<file path="src/hw/rtl/aea_pkg.sv">
package aea_pkg;

    localparam logic [1:0] CMD_ALLOC_FIRST = 2'd0;
    localparam logic [1:0] CMD_ALLOC_LAST  = 2'd1;
    localparam logic [1:0] CMD_FREE        = 2'd2;

    localparam logic [1:0] ST_OK    = 2'd0;
    localparam logic [1:0] ST_NOFIT = 2'd1;
    localparam logic [1:0] ST_FULL  = 2'd2;
    localparam logic [1:0] ST_BAD   = 2'd3;

    typedef struct packed {
        logic [1:0]  cmd;
        logic [31:0] req_size;
        logic [4:0]  align_log2;
        logic [31:0] free_address;
    } req_t;

    typedef struct packed {
        logic [31:0] address;
        logic [1:0]  status;
        logic [31:0] total_free;
    } rsp_t;

endpackage

</file>
<file path="src/hw/rtl/aea_ram.sv">
module aea_ram #(
    parameter int WIDTH = 64,
    parameter int DEPTH = 32
) (
    input  logic                     clk,
    input  logic                     we,
    input  logic [$clog2(DEPTH)-1:0] waddr,
    input  logic [WIDTH-1:0]         wdata,
    input  logic [$clog2(DEPTH)-1:0] raddr,
    output logic [WIDTH-1:0]         rdata
);

    logic [WIDTH-1:0] mem [DEPTH];

    always_ff @(posedge clk)
    begin
        if (we)
        begin
            mem[waddr] <= wdata;
        end
        rdata <= mem[raddr];
    end

endmodule

</file>
<file path="src/hw/rtl/aligned_extent_allocator.sv">
// An allocate checks the request, reads, rounds and compares one extent at a time, then
// acts and shifts entries; a free reads the extents below the address and the first one
// above it, then checks, merges and shifts; a bad request goes straight to the result.
// Throughput: one request at a time; busy stays high until the result strobe.
// The table walk sets the pace: one dual-port RAM read and one add/compare per step.
// Reset (rst_n low, asynchronous) empties the table and clears the free total at once.
// The result is on the result port for one cycle with done high; the receiver cannot stall.
module aligned_extent_allocator #(
    parameter int MAX_EXTENTS  = 32,
    parameter int ADDR_WIDTH   = 32,
    parameter int GRANULE_LOG2 = 4
) (
    input  logic          clk,
    input  logic          rst_n,
    input  logic          start,
    input  aea_pkg::req_t req,
    output logic          busy,
    output logic          done,
    output aea_pkg::rsp_t result
);
    import aea_pkg::*;

    // Index and count widths for the extent table
    localparam int IW  = $clog2(MAX_EXTENTS);
    localparam int CNW = $clog2(MAX_EXTENTS + 1);
    // Working width: wide enough for any address plus a length without overflow
    localparam int CW  = ((ADDR_WIDTH > 32) ? ADDR_WIDTH : 32) + 2;
    localparam int EW  = ADDR_WIDTH + 32;

    localparam logic [CNW-1:0] CNT_MAX = CNW'(MAX_EXTENTS);
    localparam logic [CNW-1:0] CNT_ONE = CNW'(1);
    localparam logic [31:0]    GMASK   = 32'((64'd1 << GRANULE_LOG2) - 64'd1);
    localparam logic [CW-1:0]  SPACE   = CW'(1) << ADDR_WIDTH;

    // Sequencer states
    localparam logic [3:0] S_IDLE  = 4'd0;
    localparam logic [3:0] S_CHECK = 4'd1;
    localparam logic [3:0] S_ARD   = 4'd2;
    localparam logic [3:0] S_AEV   = 4'd3;
    localparam logic [3:0] S_ACMP  = 4'd4;
    localparam logic [3:0] S_AACT  = 4'd5;
    localparam logic [3:0] S_FRD   = 4'd6;
    localparam logic [3:0] S_FEV   = 4'd7;
    localparam logic [3:0] S_FCHK  = 4'd8;
    localparam logic [3:0] S_SHRD  = 4'd9;
    localparam logic [3:0] S_SHWR  = 4'd10;
    localparam logic [3:0] S_DONE  = 4'd11;

    logic [3:0]            state_reg, state_next;
    req_t                  req_reg, req_next;
    logic [CNW-1:0]        count_reg, count_next;
    logic [31:0]           total_reg, total_next;
    logic [CNW-1:0]        newcount_reg, newcount_next;
    logic [31:0]           newtotal_reg, newtotal_next;
    logic [1:0]            status_reg, status_next;
    logic [31:0]           addr_out_reg, addr_out_next;
    logic [IW-1:0]         idx_reg, idx_next;
    logic [CNW-1:0]        n_reg, n_next;
    logic [CNW-1:0]        pos_reg, pos_next;
    logic [ADDR_WIDTH-1:0] cur_s_reg, cur_s_next;
    logic [CW-1:0]         aligned_reg, aligned_next;
    logic [CW-1:0]         end_reg, end_next;
    logic [CW-1:0]         sum_reg, sum_next;
    logic [ADDR_WIDTH-1:0] prev_s_reg, prev_s_next;
    logic [31:0]           prev_len_reg, prev_len_next;
    logic                  has_prev_reg, has_prev_next;
    logic [ADDR_WIDTH-1:0] next_s_reg, next_s_next;
    logic [31:0]           next_len_reg, next_len_next;
    logic                  has_next_reg, has_next_next;
    logic                  sh_up_reg, sh_up_next;
    logic [IW-1:0]         sh_dst_reg, sh_dst_next;
    logic [CNW-1:0]        sh_n_reg, sh_n_next;
    logic                  fin_we_reg, fin_we_next;
    logic [IW-1:0]         fin_addr_reg, fin_addr_next;
    logic [EW-1:0]         fin_data_reg, fin_data_next;
    logic                  done_reg, done_next;
    rsp_t                  result_reg, result_next;

    logic                  ram_we;
    logic [IW-1:0]         ram_waddr;
    logic [EW-1:0]         ram_wdata;
    logic [IW-1:0]         ram_raddr;
    logic [EW-1:0]         ram_rdata;

    logic [ADDR_WIDTH-1:0] rd_s;
    logic [31:0]           rd_len;
    logic [CW-1:0]         size_cw;
    logic [CW-1:0]         faddr_cw;
    logic [CW-1:0]         amask;
    logic [CW-1:0]         left_cw;
    logic [CW-1:0]         prev_end;
    logic [CW-1:0]         f_end;
    logic [32:0]           total_sum;
    logic                  from_top;

    assign rd_s     = ram_rdata[EW-1:32];
    assign rd_len   = ram_rdata[31:0];
    assign size_cw  = {{(CW-32){1'b0}}, req_reg.req_size};
    assign faddr_cw = {{(CW-32){1'b0}}, req_reg.free_address};
    assign amask    = (CW'(1) << req_reg.align_log2) - CW'(1);
    assign left_cw  = end_reg - sum_reg;
    assign prev_end = {{(CW-ADDR_WIDTH){1'b0}}, prev_s_reg} + {{(CW-32){1'b0}}, prev_len_reg};
    assign f_end    = faddr_cw + size_cw;
    assign total_sum = {1'b0, total_reg} + {1'b0, req_reg.req_size};
    assign from_top = (req_reg.cmd == CMD_ALLOC_LAST);

    aea_ram #(
        .WIDTH (EW),
        .DEPTH (MAX_EXTENTS)
    ) u_table (
        .clk   (clk),
        .we    (ram_we),
        .waddr (ram_waddr),
        .wdata (ram_wdata),
        .raddr (ram_raddr),
        .rdata (ram_rdata)
    );

    always_comb
    begin
        state_next    = state_reg;
        req_next      = req_reg;
        count_next    = count_reg;
        total_next    = total_reg;
        newcount_next = newcount_reg;
        newtotal_next = newtotal_reg;
        status_next   = status_reg;
        addr_out_next = addr_out_reg;
        idx_next      = idx_reg;
        n_next        = n_reg;
        pos_next      = pos_reg;
        cur_s_next    = cur_s_reg;
        aligned_next  = aligned_reg;
        end_next      = end_reg;
        sum_next      = sum_reg;
        prev_s_next   = prev_s_reg;
        prev_len_next = prev_len_reg;
        has_prev_next = has_prev_reg;
        next_s_next   = next_s_reg;
        next_len_next = next_len_reg;
        has_next_next = has_next_reg;
        sh_up_next    = sh_up_reg;
        sh_dst_next   = sh_dst_reg;
        sh_n_next     = sh_n_reg;
        fin_we_next   = fin_we_reg;
        fin_addr_next = fin_addr_reg;
        fin_data_next = fin_data_reg;
        done_next     = 1'b0;
        result_next   = result_reg;
        ram_we        = 1'b0;
        ram_waddr     = '0;
        ram_wdata     = '0;
        ram_raddr     = '0;

        case (state_reg)
            S_IDLE:
            begin
                if (start)
                begin
                    req_next   = req;
                    state_next = S_CHECK;
                end
            end

            S_CHECK:
            begin
                // Default outcome: failure, no table change
                newcount_next = count_reg;
                newtotal_next = total_reg;
                addr_out_next = '0;
                fin_we_next   = 1'b0;
                status_next   = ST_BAD;
                state_next    = S_DONE;
                if (req_reg.cmd == CMD_ALLOC_FIRST || req_reg.cmd == CMD_ALLOC_LAST)
                begin
                    if (req_reg.req_size == 32'd0 || (req_reg.req_size & GMASK) != 32'd0 ||
                        32'(req_reg.align_log2) < 32'(GRANULE_LOG2))
                    begin
                        status_next = ST_BAD;
                    end
                    else if (count_reg == '0)
                    begin
                        status_next = ST_NOFIT;
                    end
                    else
                    begin
                        n_next     = '0;
                        idx_next   = from_top ? IW'(count_reg - CNT_ONE) : '0;
                        state_next = S_ARD;
                    end
                end
                else if (req_reg.cmd == CMD_FREE)
                begin
                    if (req_reg.req_size == 32'd0 || (req_reg.req_size & GMASK) != 32'd0 ||
                        (req_reg.free_address & GMASK) != 32'd0 || faddr_cw >= SPACE ||
                        f_end > SPACE || total_sum[32])
                    begin
                        status_next = ST_BAD;
                    end
                    else
                    begin
                        pos_next      = '0;
                        has_prev_next = 1'b0;
                        has_next_next = 1'b0;
                        state_next    = S_FRD;
                    end
                end
            end

            S_ARD:
            begin
                ram_raddr  = idx_reg;
                state_next = S_AEV;
            end

            S_AEV:
            begin
                // Round the extent start up to the alignment; note the extent end
                cur_s_next    = rd_s;
                aligned_next  = ({{(CW-ADDR_WIDTH){1'b0}}, rd_s} + amask) & ~amask;
                end_next      = {{(CW-ADDR_WIDTH){1'b0}}, rd_s} + {{(CW-32){1'b0}}, rd_len};
                state_next    = S_ACMP;
            end

            S_ACMP:
            begin
                sum_next = aligned_reg + size_cw;
                if (aligned_reg + size_cw <= end_reg)
                begin
                    state_next = S_AACT;
                end
                else if (n_reg == count_reg - CNT_ONE)
                begin
                    status_next = ST_NOFIT;
                    state_next  = S_DONE;
                end
                else
                begin
                    n_next     = n_reg + CNT_ONE;
                    idx_next   = from_top ? idx_reg - IW'(1) : idx_reg + IW'(1);
                    state_next = S_ARD;
                end
            end

            S_AACT:
            begin
                status_next   = ST_OK;
                addr_out_next = aligned_reg[31:0];
                newtotal_next = total_reg - req_reg.req_size;
                newcount_next = count_reg;
                sh_n_next     = '0;
                state_next    = S_DONE;
                if (aligned_reg == {{(CW-ADDR_WIDTH){1'b0}}, cur_s_reg})
                begin
                    if (left_cw != '0)
                    begin
                        // Shrink from the front
                        ram_we    = 1'b1;
                        ram_waddr = idx_reg;
                        ram_wdata = {sum_reg[ADDR_WIDTH-1:0], left_cw[31:0]};
                    end
                    else
                    begin
                        // Exact fit: drop the entry
                        newcount_next = count_reg - CNT_ONE;
                        sh_up_next    = 1'b0;
                        sh_dst_next   = idx_reg;
                        sh_n_next     = count_reg - CNT_ONE - CNW'(idx_reg);
                        if (count_reg - CNT_ONE - CNW'(idx_reg) != '0)
                        begin
                            state_next = S_SHRD;
                        end
                    end
                end
                else
                begin
                    if (left_cw != '0 && count_reg == CNT_MAX)
                    begin
                        status_next   = ST_FULL;
                        addr_out_next = '0;
                        newtotal_next = total_reg;
                    end
                    else
                    begin
                        // Keep the padding in place
                        ram_we    = 1'b1;
                        ram_waddr = idx_reg;
                        ram_wdata = {cur_s_reg, 32'(aligned_reg - {{(CW-ADDR_WIDTH){1'b0}},
                                                                   cur_s_reg})};
                        if (left_cw != '0)
                        begin
                            // Insert the remainder behind it
                            newcount_next = count_reg + CNT_ONE;
                            fin_we_next   = 1'b1;
                            fin_addr_next = idx_reg + IW'(1);
                            fin_data_next = {sum_reg[ADDR_WIDTH-1:0], left_cw[31:0]};
                            sh_up_next    = 1'b1;
                            sh_dst_next   = IW'(count_reg);
                            sh_n_next     = count_reg - CNW'(idx_reg) - CNT_ONE;
                            if (count_reg - CNW'(idx_reg) - CNT_ONE != '0)
                            begin
                                state_next = S_SHRD;
                            end
                        end
                    end
                end
            end

            S_FRD:
            begin
                if (pos_reg == count_reg)
                begin
                    state_next = S_FCHK;
                end
                else
                begin
                    ram_raddr  = IW'(pos_reg);
                    state_next = S_FEV;
                end
            end

            S_FEV:
            begin
                if ({{(CW-ADDR_WIDTH){1'b0}}, rd_s} < faddr_cw)
                begin
                    prev_s_next   = rd_s;
                    prev_len_next = rd_len;
                    has_prev_next = 1'b1;
                    pos_next      = pos_reg + CNT_ONE;
                    state_next    = S_FRD;
                end
                else
                begin
                    next_s_next   = rd_s;
                    next_len_next = rd_len;
                    has_next_next = 1'b1;
                    state_next    = S_FCHK;
                end
            end

            S_FCHK:
            begin
                state_next    = S_DONE;
                newcount_next = count_reg;
                sh_n_next     = '0;
                if ((has_prev_reg && prev_end > faddr_cw) ||
                    (has_next_reg && {{(CW-ADDR_WIDTH){1'b0}}, next_s_reg} < f_end))
                begin
                    status_next = ST_BAD;
                end
                else
                begin
                    status_next   = ST_OK;
                    newtotal_next = total_sum[31:0];
                    if (has_prev_reg && prev_end == faddr_cw)
                    begin
                        ram_we    = 1'b1;
                        ram_waddr = IW'(pos_reg - CNT_ONE);
                        if (has_next_reg && {{(CW-ADDR_WIDTH){1'b0}}, next_s_reg} == f_end)
                        begin
                            // Bridge both neighbors, then drop the upper one
                            ram_wdata = {prev_s_reg,
                                         prev_len_reg + req_reg.req_size + next_len_reg};
                            newcount_next = count_reg - CNT_ONE;
                            sh_up_next    = 1'b0;
                            sh_dst_next   = IW'(pos_reg);
                            sh_n_next     = count_reg - CNT_ONE - pos_reg;
                            if (count_reg - CNT_ONE - pos_reg != '0)
                            begin
                                state_next = S_SHRD;
                            end
                        end
                        else
                        begin
                            ram_wdata = {prev_s_reg, prev_len_reg + req_reg.req_size};
                        end
                    end
                    else if (has_next_reg && {{(CW-ADDR_WIDTH){1'b0}}, next_s_reg} == f_end)
                    begin
                        ram_we    = 1'b1;
                        ram_waddr = IW'(pos_reg);
                        ram_wdata = {faddr_cw[ADDR_WIDTH-1:0], next_len_reg + req_reg.req_size};
                    end
                    else if (count_reg == CNT_MAX)
                    begin
                        status_next   = ST_FULL;
                        newtotal_next = total_reg;
                    end
                    else
                    begin
                        newcount_next = count_reg + CNT_ONE;
                        fin_we_next   = 1'b1;
                        fin_addr_next = IW'(pos_reg);
                        fin_data_next = {faddr_cw[ADDR_WIDTH-1:0], req_reg.req_size};
                        sh_up_next    = 1'b1;
                        sh_dst_next   = IW'(count_reg);
                        sh_n_next     = count_reg - pos_reg;
                        if (count_reg != pos_reg)
                        begin
                            state_next = S_SHRD;
                        end
                    end
                end
            end

            S_SHRD:
            begin
                ram_raddr  = sh_up_reg ? sh_dst_reg - IW'(1) : sh_dst_reg + IW'(1);
                state_next = S_SHWR;
            end

            S_SHWR:
            begin
                // Move one entry a slot up or down
                ram_we      = 1'b1;
                ram_waddr   = sh_dst_reg;
                ram_wdata   = ram_rdata;
                sh_dst_next = sh_up_reg ? sh_dst_reg - IW'(1) : sh_dst_reg + IW'(1);
                sh_n_next   = sh_n_reg - CNT_ONE;
                state_next  = (sh_n_reg == CNT_ONE) ? S_DONE : S_SHRD;
            end

            S_DONE:
            begin
                if (fin_we_reg)
                begin
                    ram_we    = 1'b1;
                    ram_waddr = fin_addr_reg;
                    ram_wdata = fin_data_reg;
                end
                fin_we_next = 1'b0;
                if (status_reg == ST_OK)
                begin
                    count_next = newcount_reg;
                    total_next = newtotal_reg;
                end
                done_next              = 1'b1;
                result_next.address    = (status_reg == ST_OK) ? addr_out_reg : 32'd0;
                result_next.status     = status_reg;
                result_next.total_free = (status_reg == ST_OK) ? newtotal_reg : total_reg;
                state_next             = S_IDLE;
            end

            default:
            begin
                state_next = S_IDLE;
            end
        endcase
    end

    always_ff @(posedge clk or negedge rst_n)
    begin
        if (!rst_n)
        begin
            state_reg  <= S_IDLE;
            count_reg  <= '0;
            total_reg  <= '0;
            done_reg   <= 1'b0;
            fin_we_reg <= 1'b0;
        end
        else
        begin
            state_reg  <= state_next;
            count_reg  <= count_next;
            total_reg  <= total_next;
            done_reg   <= done_next;
            fin_we_reg <= fin_we_next;
        end
    end

    always_ff @(posedge clk)
    begin
        req_reg      <= req_next;
        newcount_reg <= newcount_next;
        newtotal_reg <= newtotal_next;
        status_reg   <= status_next;
        addr_out_reg <= addr_out_next;
        idx_reg      <= idx_next;
        n_reg        <= n_next;
        pos_reg      <= pos_next;
        cur_s_reg    <= cur_s_next;
        aligned_reg  <= aligned_next;
        end_reg      <= end_next;
        sum_reg      <= sum_next;
        prev_s_reg   <= prev_s_next;
        prev_len_reg <= prev_len_next;
        has_prev_reg <= has_prev_next;
        next_s_reg   <= next_s_next;
        next_len_reg <= next_len_next;
        has_next_reg <= has_next_next;
        sh_up_reg    <= sh_up_next;
        sh_dst_reg   <= sh_dst_next;
        sh_n_reg     <= sh_n_next;
        fin_addr_reg <= fin_addr_next;
        fin_data_reg <= fin_data_next;
        result_reg   <= result_next;
    end

    assign busy   = (state_reg != S_IDLE);
    assign done   = done_reg;
    assign result = result_reg;

`ifndef ASSERT_OFF
    a_count_bound: assert property (@(posedge clk) disable iff (!rst_n)
        count_reg <= CNT_MAX)
        else $error("extent count beyond table depth");

    a_done_idle: assert property (@(posedge clk) disable iff (!rst_n)
        done_reg |-> !busy)
        else $error("result strobe while still busy");

    a_fail_keeps: assert property (@(posedge clk) disable iff (!rst_n)
        (done_reg && result_reg.status != ST_OK) |->
        (count_reg == $past(count_reg) && total_reg == $past(total_reg) &&
         result_reg.address == 32'd0))
        else $error("failed request changed state");

    a_total_shown: assert property (@(posedge clk) disable iff (!rst_n)
        done_reg |-> result_reg.total_free == total_reg)
        else $error("reported free total differs from running total");
`endif

endmodule

</file>
<file path="config.mk">
export PLATFORM = sky130hd
export DESIGN_NAME = aligned_extent_allocator
export DESIGN_NICKNAME = d
export VERILOG_FILES = /design/src/hw/rtl/aea_pkg.sv /design/src/hw/rtl/aea_ram.sv /design/src/hw/rtl/aligned_extent_allocator.sv
export SDC_FILE = /design/constraint.sdc
export NUM_CORES = 2
export LEC_CHECK = 0
export BUFFER_PORTS_ARGS = -buffer_cell sky130_fd_sc_hd__buf_2
export CAP_MARGIN = 0
export CORE_UTILIZATION = 42
export DETAILED_ROUTE_END_ITERATION = 10
export GPL_ROUTABILITY_DRIVEN = 0
export SYNTH_ARGS = -nofsm -noshare
export SYNTH_HDL_FRONTEND = slang
export SYNTH_HIERARCHICAL = 1
export SYNTH_SLANG_ARGS = --single-unit
</file>
<file path="constraint.sdc">
create_clock -name clk -period 11.45 [get_ports clk]
set_input_delay 2.29 -clock clk [delete_from_list [all_inputs] [get_ports clk]]
set_output_delay 2.29 -clock clk [all_outputs]
set_load 0.02 [all_outputs]
</file>
# Word level (Yosys, flattened, before mapping)
# Memory sizes are Yosys's and may differ from the RTL's. A register that Yosys moved wholly into a read port is not among the register bits.
# Cells that the tools add are included.
# totals
ff_bits	615
ram_bits	2048
in_bits	74
output_inout_bits	68
wordCells	332
memories	1
# mem_list
name	depth	word_bits	rd	rd_clocked_by_memory_dff	wr	line	text
u_table.mem	32	64	1	1	1	aea_ram.sv:13	logic [WIDTH-1:0] mem [DEPTH];
# op_classes
n_addsub	28
order_cmp	7
eq_ne	46
shift	1
mux	165
n_bitwise	3
reduce_logical	47
# op_table
operator	count
2-to-1 mux 64 bit	14
2-to-1 mux 32 bit	10
case mux 64 bit (4 select lines)	1
2-to-1 mux 6 bit	27
2-to-1 mux 5 bit	32
adder 32 x 32 -> 33 bit	4
case mux 64 bit (2 select lines)	1
adder 32 bit	3
case mux 32 bit (3 select lines)	1
case mux 32 bit (2 select lines)	1
nonzero test 32 bit	2
subtractor 32 bit	2
2-to-1 mux 4 bit	13
2-to-1 mux 2 bit	22
case mux 4 bit (11 select lines)	1
inequality test 2 bit, second input constant	19
case mux 6 bit (3 select lines)	2
adder 32 x 34 -> 34 bit	1
adder 34 x 32 -> 34 bit	1
AND 34 bit	1
equality test 34 x 32 -> 1 bit	1
<= comparator 34 bit	1
NOT 34 bit	1
nonzero test 34 bit	1
54 further kinds	135

# Longest topological paths before layout
# logic_depth
depth_word	10
ltp_mapped	32
mapped_depth_nobuf	29

# Hierarchy
# The synthesis kept the hierarchy.
# modules_own_cells
mod	instances	cells_each	area_per_inst_um2	seq_area_each_um2
aea_ram	1	3109	78950.7	62780.2
aligned_extent_allocator	1	5193	49447.4	18217.5

# Least setup slack after synthesis
# No wires, ideal clock.
# synth_timing
kind	reg-to-reg
from	register prev_s_reg[1]
to	memory u_table.mem[17][0] (enable)
setup_time_ps	487
arrival_time_ps	9078
t_required_ps	10963
slack_ps	1885
path_stages_with_launch	30
n_path_buf	3
synth_period_minus_slack_ps	9565
cell_sequence	edfxtp_1 ha_1 a21o_1 a21o_1 a2111oi_0 o21ai_0 nor4b_1 o31ai_1 o21bai_1 a41o_1 or2_2 a31oi_1 o31ai_1 xor2_1 ha_1 a2111oi_0 nand2_1 a2111oi_0 o21ai_0 a22o_1 a22o_1 clkbuf_1 or2_2 clkbuf_1 clkbuf_1 a21oi_1 a221oi_1 o31ai_1 or3b_2 nor2_1
# synth_rtl
item	line	text
start: declaration	aligned_extent_allocator.sv:64	logic [ADDR_WIDTH-1:0] prev_s_reg, prev_s_next;
start signal: assignment	aligned_extent_allocator.sv:485	prev_s_reg <= prev_s_next;
adder 32 x 32 -> 33 bit *	aligned_extent_allocator.sv:102	assign prev_end = {{(CW-ADDR_WIDTH){1'b0}}, prev_s_reg} + {{(CW-32){1'b0}}, prev_len_reg};
greater-than comparator 33 x 32 -> 1 bit or equality test 33 x 32 -> 1 bit (tied branches)	aligned_extent_allocator.sv:346, aligned_extent_allocator.sv:355	
logical AND 1 bit (on tied branches)	aligned_extent_allocator.sv:346, aligned_extent_allocator.sv:355	
logical OR 1 bit or 2-to-1 mux 5 bit (tied branches)	aligned_extent_allocator.sv:346, aligned_extent_allocator.sv:355	
2-to-1 mux 5 bit *	aligned_extent_allocator.sv:346	if ((has_prev_reg && prev_end > faddr_cw) ||
case mux 5 bit (4 select lines) *	aligned_extent_allocator.sv:155	case (state_reg)
named net ram_waddr[4]	aligned_extent_allocator.sv:80	logic [IW-1:0] ram_waddr;
end: declaration	aea_ram.sv:13	
# The timed path passes the listed nets; every way through them passes the cells marked *.

# Worst setup path in the final report
# layout_timing
from	register prev_s_reg[1]
to	memory u_table.mem[0][24] (enable)
# The elaborated chain is that of the path after synthesis.

==> impl_metrics.ini <==
[setup_path]
reg2reg_slack_ns = 1.99
path_class = register to register
cp_slowest_cell = nor2_4
cp.required_ns = 12.00
critPathMaxFanout = 23
worstSetupStartpointType = register
crit_path_end_kind = register
arrival_ns = 10.01
slowest_delay_ns = 1.00

[synth]
ys_seq_area_share_pct = 63.1
synth-seq-cells = 2726
synth-main-ff-cell = edfxtp_1
netlist_area_um2 = 128000
async_flop_share_pct = 1.61
synth_cell_types = 99
synth_cells = 8302
synth_edf_count = 2618
yosysWarnings = 6
avgSynthCellArea_um2 = 15.5

[layout]
fin_util_pct = 47.8
drive_above_1_share_pct = 19.3
area_growth_pct = 13.1
final_nets = 9276
largest_reg_flops = 2048

[place]
dp_hpwl_um = 275000
io_buffers = 141

[clock_tree]
postCtsHoldBufs = 0
ctsLongestPathBuffers = 4
cts_root_buf = clkbuf_16
htreeDepth = 5
cts_made_buffers = 294
clock_sinks = 2726
clock_latency_ns = 0.92
clkTransAtPathRegs_ns = 0.07
cts_tree = built
post_cts_resized = 0
postCtsSetupRepairBufs = 0

[pwr]
p_leak_nw = 50.0
power_density_nw_per_um2 = 262
peakVddDrop_uv = 186

[grt]
grt_max_degree = 105
antenna_found_initial = 30
grt_pass1_wl_um = 578000
grt.total_usage_pct = 26.1
grt_pass1_vias = 79000
grt-ovfl-total = 0

[die]
die-height_um = 555
ioPinCount = 142
placementRows = 202
coreArea_um2 = 304000
initial_utilization_pct = 42.3
dieArea_um2 = 308000
dieWidth_um = 555

[route]
drc = 0
drt_iter0_markers = 10800
wirelength_um = 410000
drtPass1Iterations = 6
vias = 81100
ant_nets = 0
via_per_inst = 6.26
detail_route.wl_per_cell_um = 31.6

[timing]
worstMarginPinSlew_ns = 1.54
min_period_ns = 9.46
post-route-period-util_pct = 82.6
fin_tns_setup_ns = 0
hold_viol_final = 0
max_freq_mhz = 106
clock_skew_ns = 0.0968
slew_headroom_pct = -3.12
rsz0062_at_grt = false
slew_violations = 3
finalSetupViolations = 0

[status]
status = finished, violations left
violations = capacitance limit, slew limit

[hold_path]
hold_path.class = register to register

[job]
maxCapViolCount = 1
[layout make-up]
type                    instances  area, um2
clock buffers                 363       7880
diodes                          9       22.5
well taps                    4080       5100
repair buffers                389       2990
multi-input cells            4908      45500
fillers                     25500     158000
inverters                     326       1220
clock inverters               158       1500
flip-flops and latches       2726      81000
[Yosys cell counts (33+ instances only)]
cell type | count | share of area, %
a21oi_1 | 395 | 1.5
dfxtp_1 | 64 | 1.0
mux2_2 | 146 | 1.3
o211ai_1 | 51 | 0.30
mux2i_1 | 63 | 0.49
xor2_1 | 119 | 0.81
buf_2 | 85 | 0.33
nand2_1 | 324 | 0.95
o21ai_0 | 342 | 1.3
o221ai_1 | 53 | 0.36
clkbuf_1 | 210 | 0.61
o21bai_1 | 74 | 0.43
a21o_1 | 193 | 1.1
nor2b_1 | 62 | 0.30
and3_1 | 40 | 0.19
mux4_2 | 594 | 10
nor3_1 | 104 | 0.41
a31oi_1 | 44 | 0.21
inv_1 | 326 | 0.95
nand3_1 | 113 | 0.44
a211oi_1 | 54 | 0.32
ha_1 | 540 | 5.3
nand4_1 | 67 | 0.33
edfxtp_1 | 2618 | 61
a22oi_1 | 88 | 0.51
a221oi_1 | 63 | 0.43
nand2b_1 | 73 | 0.36
xnor2_1 | 225 | 1.5
o21a_1 | 73 | 0.43
and2_1 | 94 | 0.46
buf_1 | 33 | 0.096
a221o_1 | 38 | 0.30
dfrtp_1 | 44 | 0.86
nor2_1 | 422 | 1.2
[routing by layer]
metal | up-vias | share of wire (%) | GRT usage (%)
met5 | - | 0.010 | 0
met4 | 6 | 5.5 | 12.2
met3 | 840 | 11 | 5.20
met2 | 4762 | 44 | 39.5
met1 | 41600 | 40 | 36.4
li1 | 33900 | - | -
[through the flow]
step           hold slack [ns]  cells  total power [W]  instance area [um2]  setup WS, ns
2_1_floorplan            0.426   8303           0.0230               128000          1.88
3_3_place_gp             0.441  12400           0.0284               136000          2.03
3_5_place_dp             0.438  12400           0.0286               136000          2.17
4_1_cts                  0.430  12900           0.0379               145000          2.14
5_1_grt                  0.454  13000           0.0394               145000          1.67
6_report                 0.438  13000           0.0381               145000          1.99
[path summary, 6_finish.rpt]
| check | start | end | cells past startpoint |
|---|---|---|---|
| min | newcount_reg[0] | count_reg[0] | 2 |
| max | prev_s_reg[1] | u_table/mem[0][24] | 26 |
| min reg2reg | newcount_reg[0] | count_reg[0] | 2 |
| min in group asynchronous | rst_n | total_reg[25] | 2 |
| max reg2reg | prev_s_reg[1] | u_table/mem[0][24] | 26 |
| max in group asynchronous | rst_n | count_reg[1] | 2 |
[kinds of logic (layout without fill, tap and decap cells)]
| logic type | Yosys count | count (layout) | share of synthesized area, % |
|---|---|---|---|
| other | 1 | 11 | 0.00292 |
| multiplexers | 803 | 803 | 12.2 |
| AND/OR/NAND/NOR | 1436 | 1436 | 5.43 |
| buffers and inverters | 669 | 1236 | 2.10 |
| AO/OA/AOI/OAI | 1766 | 1766 | 9.31 |
| XOR/XNOR | 344 | 344 | 2.35 |
| flip-flops | 2726 | 2726 | 63.1 |
| adder cells (fa/ha/maj) | 557 | 557 | 5.53 |
[worst max-delay path, delay by kind of cell (launching register included)]
kind,cells,cell delay [ns]
xor gates and xnor gates,1,0.14
AOI/OAI and AO/OA,13,4.07
adders and majority gates,2,0.61
buffers and inverters,1,0.40
and+or+nand+nor,9,3.46
DFF,1,0.43
[power breakdown]
part	switching [W]	total, W	internal, W
clock	0.00397	0.00938	0.00540
sequential	0.000815	0.0137	0.0128
combinational	0.00936	0.0151	0.00570
[cells in the final DEF, fill, tap and decap left out, types with 88 or more instances in the layout]
master | synthesis | layout
and2_1 | 94 | 92
inv_1 | 326 | 324
xnor2_1 | 225 | 225
nand2_1 | 324 | 321
a21o_1 | 193 | 193
clkbuf_16 | 0 | 302
ha_1 | 540 | 540
mux4_2 | 594 | 594
a21oi_1 | 395 | 394
buf_4 | 8 | 213
mux2_2 | 146 | 146
a22oi_1 | 88 | 88
nor2_1 | 422 | 383
o21ai_0 | 342 | 332
nor3_1 | 104 | 101
buf_2 | 85 | 141
edfxtp_1 | 2618 | 2618
xor2_1 | 119 | 119
nand3_1 | 113 | 110
(Power assumes the default switching activity.)
